[src/suart_pkg.sv]
`default_nettype none

package suart_pkg;

	// Bus access direction
	localparam logic REQ_READ  = 1'b0;
	localparam logic REQ_WRITE = 1'b1;

	// Register map: reads use the lower half, writes the upper half
	localparam logic [2:0] ADDR_RX_DATA = 3'd0;
	localparam logic [2:0] ADDR_STATUS  = 3'd1;
	localparam logic [2:0] ADDR_MODE_RD = 3'd2;
	localparam logic [2:0] ADDR_CMD_RD  = 3'd3;
	localparam logic [2:0] ADDR_TX_DATA = 3'd4;
	localparam logic [2:0] ADDR_SYNC_WR = 3'd5;
	localparam logic [2:0] ADDR_MODE_WR = 3'd6;
	localparam logic [2:0] ADDR_CMD_WR  = 3'd7;

	// Sync character slots
	localparam logic [1:0] SYNC_SYN1 = 2'd0;
	localparam logic [1:0] SYNC_SYN2 = 2'd1;
	localparam logic [1:0] SYNC_DLE  = 2'd2;
	localparam int         SYNC_NUM  = 3;

	// Stream word widths
	localparam int IN_TDATA_W  = 24;
	localparam int OUT_TDATA_W = 24;

	// One bus access
	typedef struct packed {
		logic       req_type;
		logic [2:0] reg_addr;
		logic [7:0] write_data;
		logic       rx_available;
		logic [7:0] rx_byte;
		logic       tx_space;
	} suart_req_t;

	// Result of one bus access
	typedef struct packed {
		logic [7:0] read_data;
		logic       rx_pop;
		logic       tx_push;
		logic [7:0] tx_byte;
	} suart_rsp_t;

endpackage

`default_nettype wire

[src/suart_regs.sv]
`default_nettype none

module suart_regs
	import suart_pkg::*;
(
	input  wire logic       clk,
	input  wire logic       arst_n,
	input  wire logic       en,
	input  wire suart_req_t req,
	output suart_rsp_t      rsp
);

	logic [7:0] mode_one_q;
	logic [7:0] mode_two_q;
	logic [7:0] command_q;
	logic [7:0] sync_chars_q [SYNC_NUM];
	logic       mode_rd_ptr_q;
	logic       mode_wr_ptr_q;
	logic [1:0] sync_wr_ptr_q;
	logic       overrun_q;

	logic rd_ok;
	logic wr_ok;
	logic [7:0] status;

	assign rd_ok = (req.req_type == REQ_READ) && !req.reg_addr[2];
	assign wr_ok = (req.req_type == REQ_WRITE) && req.reg_addr[2];

	// Status: DSR, DCD, FE, overrun, PE, TxEMT, RxRDY, TxRDY
	assign status = {1'b1, 1'b1, 1'b0, overrun_q, 1'b0,
		req.tx_space, req.rx_available, req.tx_space};

	// Result word
	always_comb begin
		rsp = '0;
		if (rd_ok) begin
			case (req.reg_addr)
				ADDR_RX_DATA: begin
					if (req.rx_available) begin
						rsp.read_data = req.rx_byte;
						rsp.rx_pop    = 1'b1;
					end
				end
				ADDR_STATUS:  rsp.read_data = status;
				ADDR_MODE_RD: rsp.read_data = mode_rd_ptr_q ? mode_two_q : mode_one_q;
				ADDR_CMD_RD:  rsp.read_data = command_q;
				default:      rsp.read_data = '0;
			endcase
		end else if (wr_ok && req.reg_addr == ADDR_TX_DATA && req.tx_space) begin
			rsp.tx_push = 1'b1;
			rsp.tx_byte = req.write_data;
		end
	end

	// Register file and pointer updates
	always_ff @(posedge clk or negedge arst_n) begin
		if (!arst_n) begin
			mode_one_q    <= '0;
			mode_two_q    <= '0;
			command_q     <= '0;
			mode_rd_ptr_q <= 1'b0;
			mode_wr_ptr_q <= 1'b0;
			sync_wr_ptr_q <= SYNC_SYN1;
			overrun_q     <= 1'b0;
			for (int i = 0; i < SYNC_NUM; i++) begin
				sync_chars_q[i] <= '0;
			end
		end else if (en) begin
			if (rd_ok) begin
				case (req.reg_addr)
					ADDR_MODE_RD: mode_rd_ptr_q <= ~mode_rd_ptr_q;
					ADDR_CMD_RD: begin
						mode_rd_ptr_q <= 1'b0;
						mode_wr_ptr_q <= 1'b0;
						sync_wr_ptr_q <= SYNC_SYN1;
					end
					default: ;
				endcase
			end else if (wr_ok) begin
				case (req.reg_addr)
					ADDR_TX_DATA: begin
						if (!req.tx_space) overrun_q <= 1'b1;
					end
					ADDR_SYNC_WR: begin
						// an out-of-range slot loads nothing and wraps
						case (sync_wr_ptr_q)
							SYNC_SYN1: begin
								sync_chars_q[0] <= req.write_data;
								sync_wr_ptr_q   <= SYNC_SYN2;
							end
							SYNC_SYN2: begin
								sync_chars_q[1] <= req.write_data;
								sync_wr_ptr_q   <= SYNC_DLE;
							end
							SYNC_DLE: begin
								sync_chars_q[2] <= req.write_data;
								sync_wr_ptr_q   <= SYNC_SYN1;
							end
							default: sync_wr_ptr_q <= SYNC_SYN1;
						endcase
					end
					ADDR_MODE_WR: begin
						if (mode_wr_ptr_q) mode_two_q <= req.write_data;
						else               mode_one_q <= req.write_data;
						mode_wr_ptr_q <= ~mode_wr_ptr_q;
					end
					ADDR_CMD_WR: command_q <= req.write_data;
					default: ;
				endcase
			end
		end
	end

endmodule

`default_nettype wire

[src/sync_async_uart_register_port_top.sv]
`default_nettype none

// Register interface of a 2651-style UART. Each input word is one bus access
// (direction in tuser, address, write byte and the receive/transmit queue
// status in tdata) and gives exactly one result word: the read byte, a
// receive pop strobe and a transmit push with its byte. One access is taken
// every cycle while the result side is not stalled; an access passes through an
// input register and then a result register, around a single read-modify-write
// of the mode, command and sync registers. A stalled result holds the input
// register, and input is refused only while both registers are full.
module sync_async_uart_register_port_top
	import suart_pkg::*;
(
	input  wire logic                   clk,
	input  wire logic                   arst_n,
	input  wire logic                   s_axis_tvalid,
	output logic                        s_axis_tready,
	// [2:0] reg_addr, [10:3] write_data, [11] rx_available,
	// [19:12] rx_byte, [20] tx_space, [23:21] zero
	input  wire logic [IN_TDATA_W-1:0]  s_axis_tdata,
	// [0] req_type
	input  wire logic                   s_axis_tuser,
	output logic                        m_axis_tvalid,
	input  wire logic                   m_axis_tready,
	// [7:0] read_data, [8] rx_pop, [9] tx_push, [17:10] tx_byte, [23:18] zero
	output logic [OUT_TDATA_W-1:0]      m_axis_tdata
);

	logic       valid_s1;
	suart_req_t req_s1;
	logic       out_valid_q;
	suart_rsp_t rsp;
	suart_rsp_t rsp_q;
	logic       advance;
	logic       take_in;

	assign advance       = !out_valid_q || m_axis_tready;
	assign s_axis_tready = !valid_s1 || advance;
	assign take_in       = s_axis_tvalid && s_axis_tready;

	// Input register
	always_ff @(posedge clk or negedge arst_n) begin
		if (!arst_n) begin
			valid_s1 <= 1'b0;
		end else if (s_axis_tready) begin
			valid_s1 <= s_axis_tvalid;
		end
	end

	always_ff @(posedge clk) begin
		if (take_in) begin
			req_s1.req_type     <= s_axis_tuser;
			req_s1.reg_addr     <= s_axis_tdata[2:0];
			req_s1.write_data   <= s_axis_tdata[10:3];
			req_s1.rx_available <= s_axis_tdata[11];
			req_s1.rx_byte      <= s_axis_tdata[19:12];
			req_s1.tx_space     <= s_axis_tdata[20];
		end
	end

	suart_regs u_regs (
		.clk    (clk),
		.arst_n (arst_n),
		.en     (valid_s1 && advance),
		.req    (req_s1),
		.rsp    (rsp)
	);

	// Result register
	always_ff @(posedge clk or negedge arst_n) begin
		if (!arst_n) begin
			out_valid_q <= 1'b0;
		end else if (advance) begin
			out_valid_q <= valid_s1;
		end
	end

	always_ff @(posedge clk) begin
		if (advance && valid_s1) begin
			rsp_q <= rsp;
		end
	end

	assign m_axis_tvalid = out_valid_q;
	assign m_axis_tdata = {6'd0, rsp_q.tx_byte, rsp_q.tx_push, rsp_q.rx_pop,
		rsp_q.read_data};

	// Input is refused only with both stages full and the output stalled
	a_ready: assert property (@(posedge clk) disable iff (!arst_n)
		!s_axis_tready |-> (valid_s1 && out_valid_q && !m_axis_tready))
		else $error("input refused with room in the pipeline");

	// An access in the input stage moves to the output when not stalled
	a_move: assert property (@(posedge clk) disable iff (!arst_n)
		(valid_s1 && advance) |=> out_valid_q)
		else $error("access lost between stages");

	// A result never both pops and pushes
	a_excl: assert property (@(posedge clk) disable iff (!arst_n)
		out_valid_q |-> !(rsp_q.rx_pop && rsp_q.tx_push))
		else $error("pop and push in one result");

	// No transmit byte without a push, no read byte alongside a push
	a_push_byte: assert property (@(posedge clk) disable iff (!arst_n)
		out_valid_q |-> (rsp_q.tx_push || rsp_q.tx_byte == 8'd0) &&
			(!rsp_q.tx_push || rsp_q.read_data == 8'd0))
		else $error("stray byte in result");

endmodule

`default_nettype wire

[config.mk]
export PLATFORM = sky130hd
export DESIGN_NAME = sync_async_uart_register_port_top
export DESIGN_NICKNAME = d
export VERILOG_FILES = /design/src/suart_pkg.sv /design/src/suart_regs.sv /design/src/sync_async_uart_register_port_top.sv
export SDC_FILE = /design/constraint.sdc
export NUM_CORES = 1
export LEC_CHECK = 0
export BUFFER_PORTS_ARGS = -buffer_cell sky130_fd_sc_hd__buf_2
export CORE_MARGIN = 1.5
export CORE_UTILIZATION = 46
export CTS_BUF_LIST = sky130_fd_sc_hd__clkbuf_16
export DETAILED_ROUTE_END_ITERATION = 8
export PLACE_DENSITY = 0.67
export SETUP_SLACK_MARGIN = 0.5
export SLEW_MARGIN = 10
export SYNTH_ARGS = -nofsm -noshare
export SYNTH_HDL_FRONTEND = slang
export SYNTH_SLANG_ARGS = --single-unit
export TNS_END_PERCENT = 20
[constraint.sdc]
create_clock -name clk -period 1.8 [get_ports clk]
set_input_delay 0.09 -clock clk [delete_from_list [all_inputs] [get_ports clk]]
set_output_delay 0.09 -clock clk [all_outputs]
set_load 0.03 [all_outputs]
==> results.md <==
- Status: finished, final reports clean
- R2r endpoint: u_regs.mode_two_q[3]$_DFFE_PN0P_
- Final worst slack: 37.6 ps
- Slew @ Worst Pin: 681 ps
- Fin nets: 319
- Worst EP arrival: 1970 ps
- Worst VDD drop: 0.565 mV
- P_int: 3.07 mW
- Sw power: 993 µW
- Cell Area, Synth: 2850 µm²
- Post-detailed-route DRC marker count: 0
- Hold Fails Final Rpt: 0
- Tcrit/Tclk final: 97.9%
- Gate count of the mapped netlist: 189
- H-Tree Depth: 3
- Row count: 28
- Clock slew at reported path FFs: 50 ps
- Max clock buf depth: 2
- CP startpoint kind: flip-flop
- Reg2Reg Depth: 7
- CP bufs+invs: 2
- Diode count: 0
- Static leakage: 1.70 nW
- Unrepaired setup endpoints after global routing: yes
- ANT nets after route: 0
- Critical Path, Cell by Cell: inv_1 > ha_4 > nand3b_1 > nor3b_4 > buf_6 > nand3_4 > mux2_2
- Slew HR: 54.6%
- Max cap viols: 0
- Remaining global-route overflow: 0
- FF-to-FF Start: req_s1[21]$_DFFE_PP_
- # IOs: 55
- Vias per inst: 5.15
- Adder-cell area share of the yosys netlist: 0.879%
- Initial antenna violation count: 0
- CP Max Fanout: 8
- Hold Crit Class: in -> reg
- First DRT Iteration DRCs: 115
- Gpl congestion: 0.819
- Switching power share of the total: 24.5%
- Hold depth: 4
- Pins over their slew limit: 0
- Post-Route WL: 5930 µm
- Max stage delay on crit path: 340 ps
- Final setup vio count: 0
- Post-synthesis mux area share: 13.4%
- Die area: 6670 µm²
- FF+latch count, synth: 69
- Yosys warning count: 0
- First drt pass iteration count: 4
- Number of distinct library cells after synthesis: 36
- Critical hold path startpoint: m_axis_tready
- Worst-case clock skew: 5.08 ps
- Total GRT Usage: 20.8%
- Die Ht: 81.7 µm
- Sequential share of power: 49.3%
- Post-DP HPWL: 3690 µm
- Insertion delay to the later sink of the worst-skew pair: 330 ps
- CTS tree: yes
- Combinational share of power: 13.7%
- Fill count: 454
- CP Class: reg -> reg
- Yosys top cell by area: edfxtp_1
- Critical-path top delay cell: edfxtp_1
- Crit path max-delay family: simple AND/OR/NAND/NOR gates
- Die W: 81.7 µm
- Flop2flop setup slack: 40 ps
- Pwr dens: 1050 nW/µm²
- Worst hold slack: 99.0 ps
- Top cell type's share of synthesized area: 42.2%
- Via count: 1897
- Pin count of the biggest net entering global routing: 30
- Post-synthesis simple-gate area fraction: 9.67%
- WL/cell: 16.1 µm
- Area growth syn-to-layout: 36.1%
- Syn_area_per_cell: 15.1 µm²
- First-pass GRT wire length: 9500 µm
- Vias in the first global route: 1922
- Hold EP: valid_s1$_DFFE_PN0P_
- Worst path depth: 7
- Register area share after synthesis: 67.7%
- Post-synthesis xor/xnor area fraction: 0%
- Main area contributors after synthesis: edfxtp_1 42%, dfrtp_1 25%, mux2_2 13%, and2_1 2.2%, buf_4 1.6%
- Initial Util: 47.8%
- Setup WS pre-CTS: -132 ps
- Clock sinks: 69
- Largest family of logic cells by synthesized area: multiplexers
- Critical Path RT: 2010 ps
- Cts bufs inserted: 9
- CORE AREA: 5960 µm²
- Port bufs: 45
- Fmax: 0.567 GHz
- CP Capture Type: flip-flop
- Clk pwr share: 37.0%
- Complex-gate fraction of the synthesized area: 5.62%
- Min Tclk post-route: 1760 ps
- Share of layout cells above drive strength 1: 44.0%
- CTS root buf: clkbuf_16
==> cells in the mapped netlist <==
cell type and number:
nor2b_1 5, mux2_1 1, a222oi_1 1, nor3b_4 1, a21o_1 1, ha_1 2, nand3_1 2, conb_1 1
nand2b_1 4, or4_1 1, nand2_2 1, clkbuf_1 1, dfrtp_1 29, nor3_1 1, and2b_2 1, nor2_1 7
a31oi_1 1, a21oi_1 7, or3_1 1, and2_1 10, o21ai_0 4, o41ai_1 1, buf_4 6, a21o_2 1
a32oi_1 2, edfxtp_1 40, mux2_2 33, nand2_1 7, nand3b_1 2, buf_2 2, nand3_2 2, a31o_2 1
inv_1 4, a22oi_1 4, a21boi_0 1, and3_1 1
==> how the worst max path moves through the flow <==
stage	start	endpoint	slack (ps)
after floorplan	req_s1[20]$_DFFE_PP_	u_regs.command_q[3]$_DFFE_PN0P_	-30
after global placement	req_s1[21]$_DFFE_PP_	m_axis_tdata[11]$_SDFFCE_PP0P_	6
after detailed placement	req_s1[20]$_DFFE_PP_	m_axis_tdata[14]$_SDFFCE_PP0P_	-130
after CTS	req_s1[20]$_DFFE_PP_	u_regs.mode_two_q[3]$_DFFE_PN0P_	30
after global routing	req_s1[20]$_DFFE_PP_	u_regs.mode_two_q[3]$_DFFE_PN0P_	-50
final	req_s1[21]$_DFFE_PP_	u_regs.mode_two_q[3]$_DFFE_PN0P_	40
==> layer usage <==
| layer | vias to the layer above | GRT usage, % | routed length (µm) | part of all wire (%) |
|---|---|---|---|---|
| li1 | 894 | - | - | - |
| met1 | 921 | 25.6 | 2560 | 43 |
| met2 | 69 | 33.0 | 2930 | 49 |
| met3 | 13 | 5.89 | 295 | 5.0 |
| met4 | 0 | 11.5 | 144 | 2.4 |
| met5 | - | 0 | 0 | 0 |
==> placed cells by master, fill, tap and decap left out, types with 2 or more instances in the layout <==
cell,n
nand2_2,3
o21ai_0,4
buf_4,16
nor2_4,2
and2_1,9
dlygate4sd3_1,24
conb_1,6
clkinv_2,2
inv_1,6
edfxtp_1,40
dfrtp_1,28
nand3_4,2
mux2_2,33
nor2_1,6
a22oi_1,4
clkbuf_16,9
inv_2,2
nand2b_1,4
nand3_1,2
a21oi_1,7
nand3b_1,2
nor2b_1,4
buf_6,6
a32oi_1,2
nand2_1,5
buf_2,45
==> power groups by stage <==
stage | combinational (mW) | sequential (mW) | clock [mW]
global placement | 0.491 | 2.02 | 0
finish | 0.557 | 2.00 | 1.50
global route | 0.604 | 2.02 | 1.61
detailed placement | 0.501 | 2.03 | 0
CTS | 0.550 | 2.00 | 1.53
floorplan | 0.318 | 2.03 | 0
==> final cells by class <==
class                           count  area [µm²]  share of cell area [%]
Tap cell                           75        93.8                    2.42
Multi-Input combinational cell    113         931                    24.0
Timing Repair Buffer               91         653                    16.9
Clock buffer                        9         225                    5.81
Sequential cell                    69        1930                    49.8
Inverter                            4        15.0                   0.387
Clock inverter                      7        28.8                   0.743
==> worst min-delay path: cells and delay by family <==
family	cells	cell delay (ps)
buffers and inverters	1	110
AND/OR/NAND/NOR	3	180
==> per-stage QoR <==
step	cells	utilization (%)	total power [mW]	instance area [µm²]	TNS, ps
5_1_grt	368	65.1	4.24	3870	-456
3_3_place_gp	325	55.6	2.51	3310	0
6_report	368	65.1	4.06	3870	0
4_1_cts	367	64.6	4.08	3840	0
3_5_place_dp	325	55.6	2.53	3310	-1080
2_1_floorplan	194	-	2.34	2900	-146
==> registers in the layout (all words and copies together) (netlist names) <==
signal,count
m_axis_tdata,18
u_regs.overrun_q,1
u_regs.mode_one_q,8
u_regs.command_q,8
m_axis_tvalid,1
req_s1,22
u_regs.mode_two_q,8
u_regs.mode_rd_ptr_q,1
u_regs.mode_wr_ptr_q,1
valid_s1,1
==> kinds of logic (layout without fill, tap and decap cells) <==
logic type               after synthesis  in the layout
other                                  1              6
AND/OR/NAND/NOR                       46             47
AO/OA/AOI/OAI                         24             24
adder cells (fa/ha/maj)                2              2
buffers and inverters                 13            111
multiplexers                          34             34
flip-flops                            69             69
==> what timing repair did <==
item | in CTS | in global routing
pin swaps | 3 | 1
setup buffers | 1 | 1
resized for setup | 6 | 8
cloned | 1 | 0
endpoints found under the setup margin | 82 | 83
hold endpoints to repair | 52 | 0
hold buffers | 24 | 0
Power figures use the tool's default switching activity.
